[config.mk]
export PLATFORM = sky130hd
export DESIGN_NAME = dpg_div
export DESIGN_NICKNAME = d
export VERILOG_FILES = /design/src/rtl/dpg_pkg.sv /design/src/rtl/dpg_div.sv
export SDC_FILE = /design/constraint.sdc
export NUM_CORES = 1
export LEC_CHECK = 0
export BUFFER_PORTS_ARGS = -buffer_cell sky130_fd_sc_hd__buf_2
export CAP_MARGIN = 20
export CORE_MARGIN = 1
export CORE_UTILIZATION = 59
export CTS_BUF_LIST = sky130_fd_sc_hd__clkbuf_2
export DETAILED_ROUTE_END_ITERATION = 10
export PLACE_DENSITY = 0.87
export SLEW_MARGIN = 15
export SYNTH_ARGS = -nofsm -noshare
export SYNTH_HDL_FRONTEND = slang
export SYNTH_SLANG_ARGS = --single-unit
export TNS_END_PERCENT = 50
[constraint.sdc]
create_clock -name clock -period 7 [get_ports clock]
set_input_delay 1.05 -clock clock [delete_from_list [all_inputs] [get_ports clock]]
set_output_delay 1.05 -clock clock [all_outputs]
set_load 0.03 [all_outputs]
[src/rtl/dpg_pkg.sv]
// ----------------------------------------------------------------------------
// dpg_pkg - distance pan gain shared definitions
// Field widths, register indexes and the divider side-band record.
// ----------------------------------------------------------------------------
`default_nettype none

package dpg_pkg;

   localparam int DIST_W     = 16;
   localparam int BEARING_W  = 9;
   localparam int FLOOR_W    = 13;
   localparam int MAG_W      = 9;
   localparam int ANGLE_W    = 7;
   localparam int CSR_IDX_W  = 3;
   localparam int CSR_DATA_W = 16;

   // divider operands: numerator multiplier and denominator
   localparam int NUM_W = 16;
   localparam int DEN_W = 18;
   localparam int REM_W = DEN_W + 1;

   localparam int FB_FULL   = 360;
   localparam int ANG_FOLD  = 180;
   localparam int ANG_SPLIT = 91;
   localparam int PAN_SPAN  = 90;

   localparam logic [CSR_IDX_W-1:0] REG_NEAR       = 3'd0;
   localparam logic [CSR_IDX_W-1:0] REG_MID        = 3'd1;
   localparam logic [CSR_IDX_W-1:0] REG_FAR        = 3'd2;
   localparam logic [CSR_IDX_W-1:0] REG_TWO_SLOPE  = 3'd3;
   localparam logic [CSR_IDX_W-1:0] REG_PAN        = 3'd4;
   localparam logic [CSR_IDX_W-1:0] REG_FRONT_BACK = 3'd5;
   localparam logic [CSR_IDX_W-1:0] REG_SIDE_FLOOR = 3'd6;

   localparam logic [DIST_W-1:0]  NEAR_RESET  = 16'd500;
   localparam logic [DIST_W-1:0]  MID_RESET   = 16'd1000;
   localparam logic [DIST_W-1:0]  FAR_RESET   = 16'd3000;
   localparam logic [FLOOR_W-1:0] FLOOR_RESET = 13'd410;

   typedef struct packed {
      logic               positional;
      logic               ov_zero;
      logic               ov_one;
      logic               to_right;
      logic [MAG_W-1:0]   mag;
      logic [ANGLE_W-1:0] angle;
   } dpg_meta_type;

endpackage

`default_nettype wire

[src/rtl/dpg_div.sv]
// ----------------------------------------------------------------------------
// dpg_div - pipelined restoring divider
// Computes num * 2^(QUOT_W-1) / den, one quotient bit per stage, num <= den.
// ----------------------------------------------------------------------------
`default_nettype none

module dpg_div import dpg_pkg::*; #(
   parameter int QUOT_W = 13
) (
   input  logic              clock,
   input  logic              reset,
   input  logic              in_valid,
   output logic              in_ready,
   input  logic [NUM_W-1:0]  in_num,
   input  logic [DEN_W-1:0]  in_den,
   input  dpg_meta_type      in_meta,
   output logic              out_valid,
   input  logic              out_ready,
   output logic [QUOT_W-1:0] out_quot,
   output dpg_meta_type      out_meta
);

   localparam int N = QUOT_W;

   logic [N-1:0]      vld_ff;
   logic [N:0]        rdy;
   logic [DEN_W-1:0]  rem_ff  [N];
   logic [DEN_W-1:0]  den_ff  [N];
   logic [QUOT_W-1:0] quot_ff [N];
   dpg_meta_type      meta_ff [N];

   logic [DEN_W-1:0]  rem_in  [N];
   logic [DEN_W-1:0]  den_in  [N];
   logic [QUOT_W-1:0] quot_in [N];
   dpg_meta_type      meta_in [N];
   logic [N-1:0]      vld_in;
   logic [REM_W-1:0]  trial   [N];
   logic [N-1:0]      take;

   always_comb begin
      rdy[N] = out_ready;
      for (int k = N - 1; k >= 0; k--) begin
         rdy[k] = !vld_ff[k] || rdy[k+1];
      end
   end

   always_comb begin
      for (int k = 0; k < N; k++) begin
         if (k == 0) begin
            trial[k]   = REM_W'(in_num);
            den_in[k]  = in_den;
            quot_in[k] = '0;
            meta_in[k] = in_meta;
            vld_in[k]  = in_valid;
         end else begin
            trial[k]   = {rem_ff[k-1], 1'b0};
            den_in[k]  = den_ff[k-1];
            quot_in[k] = quot_ff[k-1];
            meta_in[k] = meta_ff[k-1];
            vld_in[k]  = vld_ff[k-1];
         end
         take[k] = trial[k] >= REM_W'(den_in[k]);
         if (take[k]) begin
            rem_in[k] = DEN_W'(trial[k] - REM_W'(den_in[k]));
         end else begin
            rem_in[k] = DEN_W'(trial[k]);
         end
      end
   end

   always_ff @(posedge clock) begin
      if (reset) begin
         vld_ff <= '0;
      end else begin
         for (int k = 0; k < N; k++) begin
            if (rdy[k]) begin
               vld_ff[k] <= vld_in[k];
            end
         end
      end
   end

   always_ff @(posedge clock) begin
      for (int k = 0; k < N; k++) begin
         if (rdy[k]) begin
            rem_ff[k]  <= rem_in[k];
            den_ff[k]  <= den_in[k];
            quot_ff[k] <= {quot_in[k][QUOT_W-2:0], take[k]};
            meta_ff[k] <= meta_in[k];
         end
      end
   end

   assign in_ready  = rdy[0];
   assign out_valid = vld_ff[N-1];
   assign out_quot  = quot_ff[N-1];
   assign out_meta  = meta_ff[N-1];

endmodule

`default_nettype wire

# Word level (Yosys, flattened, before mapping)

Memory sizes are Yosys's and may differ from the RTL's.
Index checks and enable logic that the tools add are counted.

Shift-type cells: 0
Reductions and logical operators: 26
Bitwise gates (word level): 0
Divide/modulo/power cells: 0
$lt $le $gt $ge: 13
Multipliers: 0
Eq/ne operators: 0
Muxes and demuxes: 39
$add $sub $neg: 13

Operator list:

| kind             | number |
|---|---|
| $mux 18          | 13 |
| $ge 19x18->1     | 12 |
| $sub 18x18->18   | 12 |
| $mux 1           | 26 |
| $ge 16x18->1     | 1 |
| $sub 16x18->18   | 1 |
| $logic_not 1->1  | 13 |
| $logic_or 1x1->1 | 13 |

Memories kept: 4
Bits in registers: 13
Latch bits: 0
Logic and storage cells: 108
Bits of input ports: 58
Output and inout bits: 35
Bits in read-only memories: 0
RAM bits: 897

Memory list:

| memory  | words | width | read ports | clocked after memory_dff | wr ports | line          | text |
|---|---|---|---|---|---|---|---|
| meta_ff | 13    | 20    | 13         | 0                        | 13       | dpg_div.sv:30 | `dpg_meta_type meta_ff [N];` |
| den_ff  | 13    | 18    | 12         | 0                        | 13       | dpg_div.sv:28 | `logic [DEN_W-1:0] den_ff [N];` |
| rem_ff  | 13    | 18    | 12         | 0                        | 13       | dpg_div.sv:27 | `logic [DEN_W-1:0] rem_ff [N];` |
| quot_ff | 13    | 13    | 13         | 0                        | 13       | dpg_div.sv:29 | `logic [QUOT_W-1:0] quot_ff [N];` |

# Depth between registers and ports, before layout

Gate-level depths: netlist of run 1.

Depth after elaboration: 16
Mapped depth: 13
Mapped depth without buffers: 12

# Least setup slack after synthesis of run 1

Ideal clock, no wire load.

Path type: input-to-output
Start: input port out_ready
End: output port in_ready
Required time: 5950 ps
Buffers on the path: 0
Setup slack: -287 ps
Data arrival time: 6237 ps
Stages: 8
Cell sequence: nor2b_1 > inv_1 > nor2_1 > and2_1 > and3_1 > nand3_1 > nor2_1 > nand3_1

Word-level cells in the longest chain between the ends: 13

RTL lines:

| what                          | line          | text |
|---|---|---|
| start, declared               | dpg_div.sv:18 | `input logic out_ready,` |
| $logic_or 1x1->1              | dpg_div.sv:43 | `rdy[k] = !vld_ff[k] \|\| rdy[k+1];` |
| via rdy[12]                   | dpg_div.sv:26 | `logic [N:0] rdy;` |
| $logic_or 1x1->1 (9 in a row) | dpg_div.sv:43 |  |
| via rdy[3]                    | dpg_div.sv:26 |  |
| $logic_or 1x1->1 (3 in a row) | dpg_div.sv:43 |  |
| end, declared                 | dpg_div.sv:13 | `output logic in_ready,` |

The timed path passes the listed nets, and every way through them passes these cells.

# Final worst setup path of run 1

Ends and elaborated chain as after synthesis.

==> out/qor.txt, run 1 <==
Worst skew pair latency: 1.35 ns
Worst Hold Launch: quot_ff[1][6]
CTS Hold Bufs: 58
Ports: 93
Mapped Area: 37,700 um2
Sum of negative setup slack: 0 ns
VDD IR max: 0.000171 V
Max-cap viol count: 0
Max frequency: 0.172 GHz
Final #Nets: 3,359
CTS root buffer: clkbuf_2
Design Area, Final: 41,300 um2
Largest cells by area after synthesis: edfxtp_1 (62%), ha_1 (7.7%), mux2_2 (4.4%), inv_1 (2.9%), xnor2_1 (2.7%)
Lkg Pwr: 17.3 nW
TritonCTS Buffers: 187
Syn nets: 3,059
CTS H-tree lvls: 4
WHS Path Cells: 0
Die height: 255 um
Vias in the first global route: 24,000
Slew @ Worst Pin: 1.07 ns
Post_cts resized: 0
CP Class: in -> out
CP Data Required Time: 5.95 ns
Unrepaired setup endpoints after global routing: no
Post-CTS Setup Repair Bufs: 0
Fin crit share: 0.831
Area Growth Syn to Fin: 9.61%
Slew HR: 0.277
Startpoint types: input pin
Clock Skews: 0.0971 ns
Drt first pass iters: 5
Drt drc: 0
Avg Cell Area, Syn: 13.7 um2
FF-to-FF path depth: 10
Register area: 23,800 um2
Clk slew on worst S/H paths: 0.10 ns
Largest net degree at the start of global routing: 69
Hold Path Class: reg -> reg
Arr. time, crit path: 4.77 ns
Starting DRT DRC Count: 1,301
Routed wl met3: 2.84 mm
WL/cell: 17.3 um
Die W: 255 um
Highest metal layer with signal wires: met4
Global-route wire length before repair: 111 mm
TritonCTS clock tree: built
FP Rows: 92
Top-area cell type share of the netlist area: 0.624
Area taken by multi-input logic gates: 12,400 um2
FFs w/ async S/R, synth: 0
Hpwl dp: 50.3 mm
Kind of end point of the critical path: primary output
CTS Sinks: 796
Post-synth EDFFs: 783
Post-synthesis sequential area ratio: 0.631
RR Endpoint: den_ff[0][42]
Top FF cell, synth: edfxtp_1
Hold Path End: quot_ff[1][20]
Placed Area: 39,000 um2
Seq cells post-synth: 796
Final Util: 0.654
Number of I/O port buffers: 92
RR Startpoint: vld_ff[12]
Initial antenna violation count: 1
Layout cells sized above 1: 0.181
Placer Congestion: 0.923
Via count: 22,700
Routed Antenna Nets: 0
DR WL met2: 39.3 mm
Synth warnings: 0
Hold Fails Final Rpt: 0
Die Area: 64,800 um2
Core footprint: 63,100 um2
P per Cell Area: 394 nW/um2
Slew Viols, Final: 0
R2R setup slack: 2.54 ns
Avg Vias per Cell: 5.60
WL final: 70.0 mm
Gr usage total: 0.219
Starting Density: 0.597
Total power: 0.0163 W
Final min period: 5.82 ns
Gr ovfl total: 0
Post-synthesis cell count: 2,758
Final setup viols: 0
Max Buffers Root-to-Sink: 3
Filler cells: 4,376
Synth area leader: edfxtp_1
M1 WL: 24.5 mm
CP Max Fanout: 62
Status: finished clean
Synth unique cells: 73
==> per-layer routing <==
layer	track usage	vias up
met5	0	-
met4	0.140	0
met3	0.0464	225
met2	0.424	713
met1	0.205	10800
li1	-	11000
==> where the power goes <==
group | internal (W) | leakage [nW] | switching, W
sequential | 0.00659 | 8.38 | 0.000485
clock | 0.00106 | 1.29 | 0.00181
combinational | 0.00298 | 7.65 | 0.00335
==> critical path, stage by stage <==
cell and delay (ns):
dlygate4sd3_1 0.52, buf_2 0.12, nor2b_1 0.33, inv_1 0.09, buf_4 0.27, nor2_1 0.30, and2_1 0.30, and3_1 0.36
nand3_2 0.11, buf_4 0.35, nor2_1 0.48, nand3_2 0.23, buf_2 0.23
==> through the flow <==
stage	cells	hold slack (ns)	setup slack [ns]
final	4054	0.379	1.18
after floorplan	2758	0.400	0.272
after detailed placement	3655	0.405	1.77
after global routing	4054	0.238	0.765
after CTS	4051	0.216	1.01
after global placement	3654	0.400	2.08
==> synth_stat cells (9+ instances only) <==
| library cell | count |
|---|---|
| edfxtp_1 | 783 |
| inv_1 | 290 |
| ha_1 | 231 |
| a21oi_1 | 174 |
| nor2_1 | 162 |
| mux2_2 | 148 |
| xnor2_1 | 114 |
| o21ai_0 | 95 |
| a21o_1 | 85 |
| nand2_1 | 78 |
| xor2_1 | 56 |
| nor3_1 | 48 |
| nand3_1 | 36 |
| buf_4 | 33 |
| nor2b_1 | 33 |
| nand4_1 | 31 |
| o21a_1 | 27 |
| nand2b_1 | 24 |
| and2_1 | 22 |
| o21bai_1 | 22 |
| a211oi_1 | 20 |
| a211o_1 | 17 |
| clkbuf_1 | 17 |
| a31oi_1 | 14 |
| o31ai_1 | 14 |
| dfxtp_1 | 13 |
| and3_1 | 12 |
| fa_1 | 12 |
| nor4_1 | 9 |
==> area by class of cell <==
| cell class | instances | area share |
|---|---|---|
| Inverter | 291 | 0.0265 |
| Antenna cell | 1 | 0.0000606 |
| Clock buffer | 266 | 0.0323 |
| Clock inverter | 72 | 0.00873 |
| Tap cell | 846 | 0.0256 |
| Multi-Input combinational cell | 1610 | 0.301 |
| Sequential cell | 796 | 0.576 |
| Timing Repair Buffer | 172 | 0.0293 |
==> worst max-delay path by stage <==
stage,from,endpoint,cells past startpoint
6_report,out_ready,in_ready,13
5_1_grt,vld_ff[12],in_ready,11
4_1_cts,vld_ff[12],in_ready,11
3_5_place_dp,out_ready,in_ready,12
3_3_place_gp,out_ready,in_ready,12
2_1_floorplan,out_ready,in_ready,8
==> cell usage in the layout, fill, tap and decap left out, types with 22 or more instances in the layout <==
| master | instances |
|---|---|
| nand4_1 | 31 |
| o21a_1 | 27 |
| a21o_1 | 85 |
| edfxtp_1 | 783 |
| inv_1 | 285 |
| dlygate4sd3_1 | 58 |
| nand3_1 | 34 |
| ha_1 | 231 |
| nor2b_1 | 33 |
| and2_1 | 22 |
| xor2_1 | 56 |
| xnor2_1 | 114 |
| clkinv_1 | 50 |
| o21ai_0 | 95 |
| nand2b_1 | 24 |
| o21bai_1 | 22 |
| a21oi_1 | 174 |
| mux2_2 | 148 |
| nor3_1 | 48 |
| nand2_1 | 73 |
| buf_2 | 92 |
| clkbuf_2 | 266 |
| nor2_1 | 162 |
==> kinds of logic (layout without fill, tap and decap cells) <==
group                    after synthesis  after routing  share of synthesized area
AO/OA/AOI/OAI                        549            549                     0.0950
XOR/XNOR                             170            170                     0.0395
adder cells (fa/ha/maj)              243            243                     0.0831
buffers and inverters                352            801                     0.0388
flip-flops                           796            796                      0.631
multiplexers                         159            159                     0.0483
other                                  0              1                          0
AND/OR/NAND/NOR                      489            489                     0.0639
==> state kept, by name (all words and copies together) (netlist names) <==
name / cells
meta_ff: 260
quot_ff: 91
den_ff: 216
vld_ff: 13
rem_ff: 216
Note: power is estimated with default switching activity, not from simulation.
==> run 2: changes to the inputs <==
--- a/config.mk
+++ b/config.mk
@@ -8,10 +8,10 @@
 export BUFFER_PORTS_ARGS = -buffer_cell sky130_fd_sc_hd__buf_2
 export CAP_MARGIN = 20
 export CORE_MARGIN = 1
-export CORE_UTILIZATION = 59
+export CORE_UTILIZATION = 65
 export CTS_BUF_LIST = sky130_fd_sc_hd__clkbuf_2
 export DETAILED_ROUTE_END_ITERATION = 10
-export PLACE_DENSITY = 0.87
+export PLACE_DENSITY = 0.9
 export SLEW_MARGIN = 15
 export SYNTH_ARGS = -nofsm -noshare
 export SYNTH_HDL_FRONTEND = slang
==> constraint.sdc (replaced) <==
create_clock -name clock -period 6 [get_ports clock]
set_input_delay 0.9 -clock clock [delete_from_list [all_inputs] [get_ports clock]]
set_output_delay 0.9 -clock clock [all_outputs]
set_load 0.03 [all_outputs]
==> run 2 against run 1 <==
Effect of this change:
- final area shrank 0.45%
- largest cell class unchanged
- critical endpoint unchanged
- sequential power grew 16%
- critical path depth shrank 4
- hold slack lost 0.18 ns
- first-iteration DRC count grew 7.6%
- sequential share of layout area grew 0.26 points
- critical path type is now reg -> out
- wire length shrank 2.8%
- register-to-register slack lost 0.40 ns
==> out/qor.txt, run 2 (synthesized netlist as in run 1, its figures left out) <==
Slew Viols, Final: 0 (unchanged)
Final setup viols: 0 (unchanged)
Routed Antenna Nets: 0 (unchanged)
Layout cells sized above 1: 0.181 (-0.000630)
Hold Path Class: in -> reg
Largest net degree at the start of global routing: 69 (unchanged)
Die height: 243 um (-4.7%)
Largest Register: meta_ff
Startpoint types: register
Sum of negative setup slack: 0 ns (unchanged)
Initial antenna violation count: 3 (+2)
Gr ovfl total: 0 (unchanged)
Drt first pass iters: 5 (unchanged)
Max-cap viol count: 0 (unchanged)
Max reg flops: 260 (unchanged)
TritonCTS clock tree: built
P per Cell Area: 460 nW/um2 (+17%)
Avg Vias per Cell: 5.75 (+2.7%)
WL/cell: 17.3 um (about the same)
Regs by FF count: meta_ff: 260 flops, den_ff: 216 flops, rem_ff: 216 flops
Fin crit share: 0.802
CTS Sinks: 796 (unchanged)
Filler cells: 3,458 (-21%)
CTS root buffer: clkbuf_2
Area Growth Syn to Fin: 9.12%
Setup ws final: 1.19 ns (+0.00591 ns)
Number of I/O port buffers: 92 (unchanged)
VDD IR max: 0.000233 V (+37%)
Core footprint: 56,800 um2 (-9.9%)
CTS H-tree lvls: 4 (unchanged)
Ports: 93 (unchanged)
Unrepaired setup endpoints after global routing: no
CP Data Required Time: 5.10 ns (-0.85 ns)
Kind of end point of the critical path: primary output
Placer Congestion: 1.02 (+10%)
Lkg Pwr: 17.3 nW (-0.39%)
Hold Fails Final Rpt: 0 (unchanged)
Most common cell after layout, fill and taps aside: edfxtp_1
CP Class: reg -> out
Arr. time, crit path: 3.91 ns (-0.86 ns)
Hpwl dp: 47.8 mm (-5.0%)
Starting DRT DRC Count: 1,400 (+7.6%)
Global-route wire length before repair: 111 mm (-0.24%)
Worst skew pair latency: 1.39 ns (+0.04 ns)
Starting Density: 0.663 (+0.0657)
TritonCTS Buffers: 185 (-1.1%)
Clock Skews: 0.154 ns (+0.0568 ns)
Slew HR: 0.320 (+0.0426)
DP Worst Slack: 1.67 ns (-0.0984 ns)
FP Rows: 87 (-5.4%)
Die Area: 58,900 um2 (-9.2%)
Most frequent cells in the layout: edfxtp_1 (783), inv_1 (285), clkbuf_2 (259), ha_1 (231), a21oi_1 (174)
Via count: 22,700 (-0.15%)
Gr usage total: 0.235 (+0.0166)
Slew @ Worst Pin: 1.02 ns (-0.0499 ns)
Final min period: 4.81 ns
Vias in the first global route: 24,200 (+0.92%)
Drt drc: 0 (unchanged)
WL final: 68.1 mm (-2.8%)
Final #Nets: 3,355 (-0.12%)
Status: finished clean
Max frequency: 0.208 GHz
Max Buffers Root-to-Sink: 3 (unchanged)
Die W: 243 um (-4.7%)
Post-CTS Setup Repair Bufs: 0 (unchanged)
WHS: 0.196 ns (-0.183 ns)
CP Max Fanout: 5 (-92%)
Clk slew on worst S/H paths: 0.18 ns (+0.08 ns)
[run 2: per-layer routing]
layer | share of wire | track usage
met3 | 0.043 | 0.0553
met4 | 0.055 | 0.154
met1 | 0.36 | 0.226
met2 | 0.54 | 0.444
met5 | 0 | 0
[run 2: path summary, 6_finish.rpt]
check	slack [ns]	startpoint	end	depth (start not counted)
worst max register to register	2.14	rem_ff[1][0]	rem_ff[1][19]	9
worst max-delay path	1.19	vld_ff[12]	in_ready	9
worst min-delay path	0.20	in_meta[0]	meta_ff[0][0]	2
worst min register to register	0.35	meta_ff[1][32]	meta_ff[1][52]	0
[run 2: final cells by class]
type / instances / area (um2) / area share
tap: 756 / 946 / 0.0230
inverter: 291 / 1090 / 0.0266
clock inverter: 59 / 325 / 0.00792
sequential: 796 / 23800 / 0.579
antenna: 2 / 5.00 / 0.000122
timing repair buffer: 170 / 1200 / 0.0293
multi-input combinational: 1610 / 12400 / 0.303
clock buffer: 259 / 1300 / 0.0316
[run 2: metrics by stage]
step	std cells	utilization	total power, W	area, um2
floorplan	2758	-	0.0139	37700
global placement	3564	0.684	0.0150	38900
detailed placement	3565	0.684	0.0155	38900
CTS	3940	0.723	0.0188	41100
global route	3943	0.723	0.0200	41100
finish	3943	0.723	0.0189	41100
[run 2: where the power goes]
group | switching, W | internal (W) | leakage, nW | total [W]
registers | 0.000548 | 0.00768 | 8.38 | 0.00823
logic | 0.00388 | 0.00347 | 7.64 | 0.00735
clock network | 0.00206 | 0.00126 | 1.23 | 0.00332
[run 2: critical path: stages (launching register included)]
cell	delay, ns
dfxtp_1	0.33
nor2b_1	0.32
inv_1	0.10
nor2_1	0.21
and2_1	0.42
and3_1	0.38
nand3_2	0.12
nor2_1	0.37
nand3_2	0.17
buf_2	0.21
[run 2: timing repair]
item	CTS	global route
setup endpoints to repair	0	0
hold endpoints to repair	69	0
gates resized for setup	0	0
hold buffers	57	0
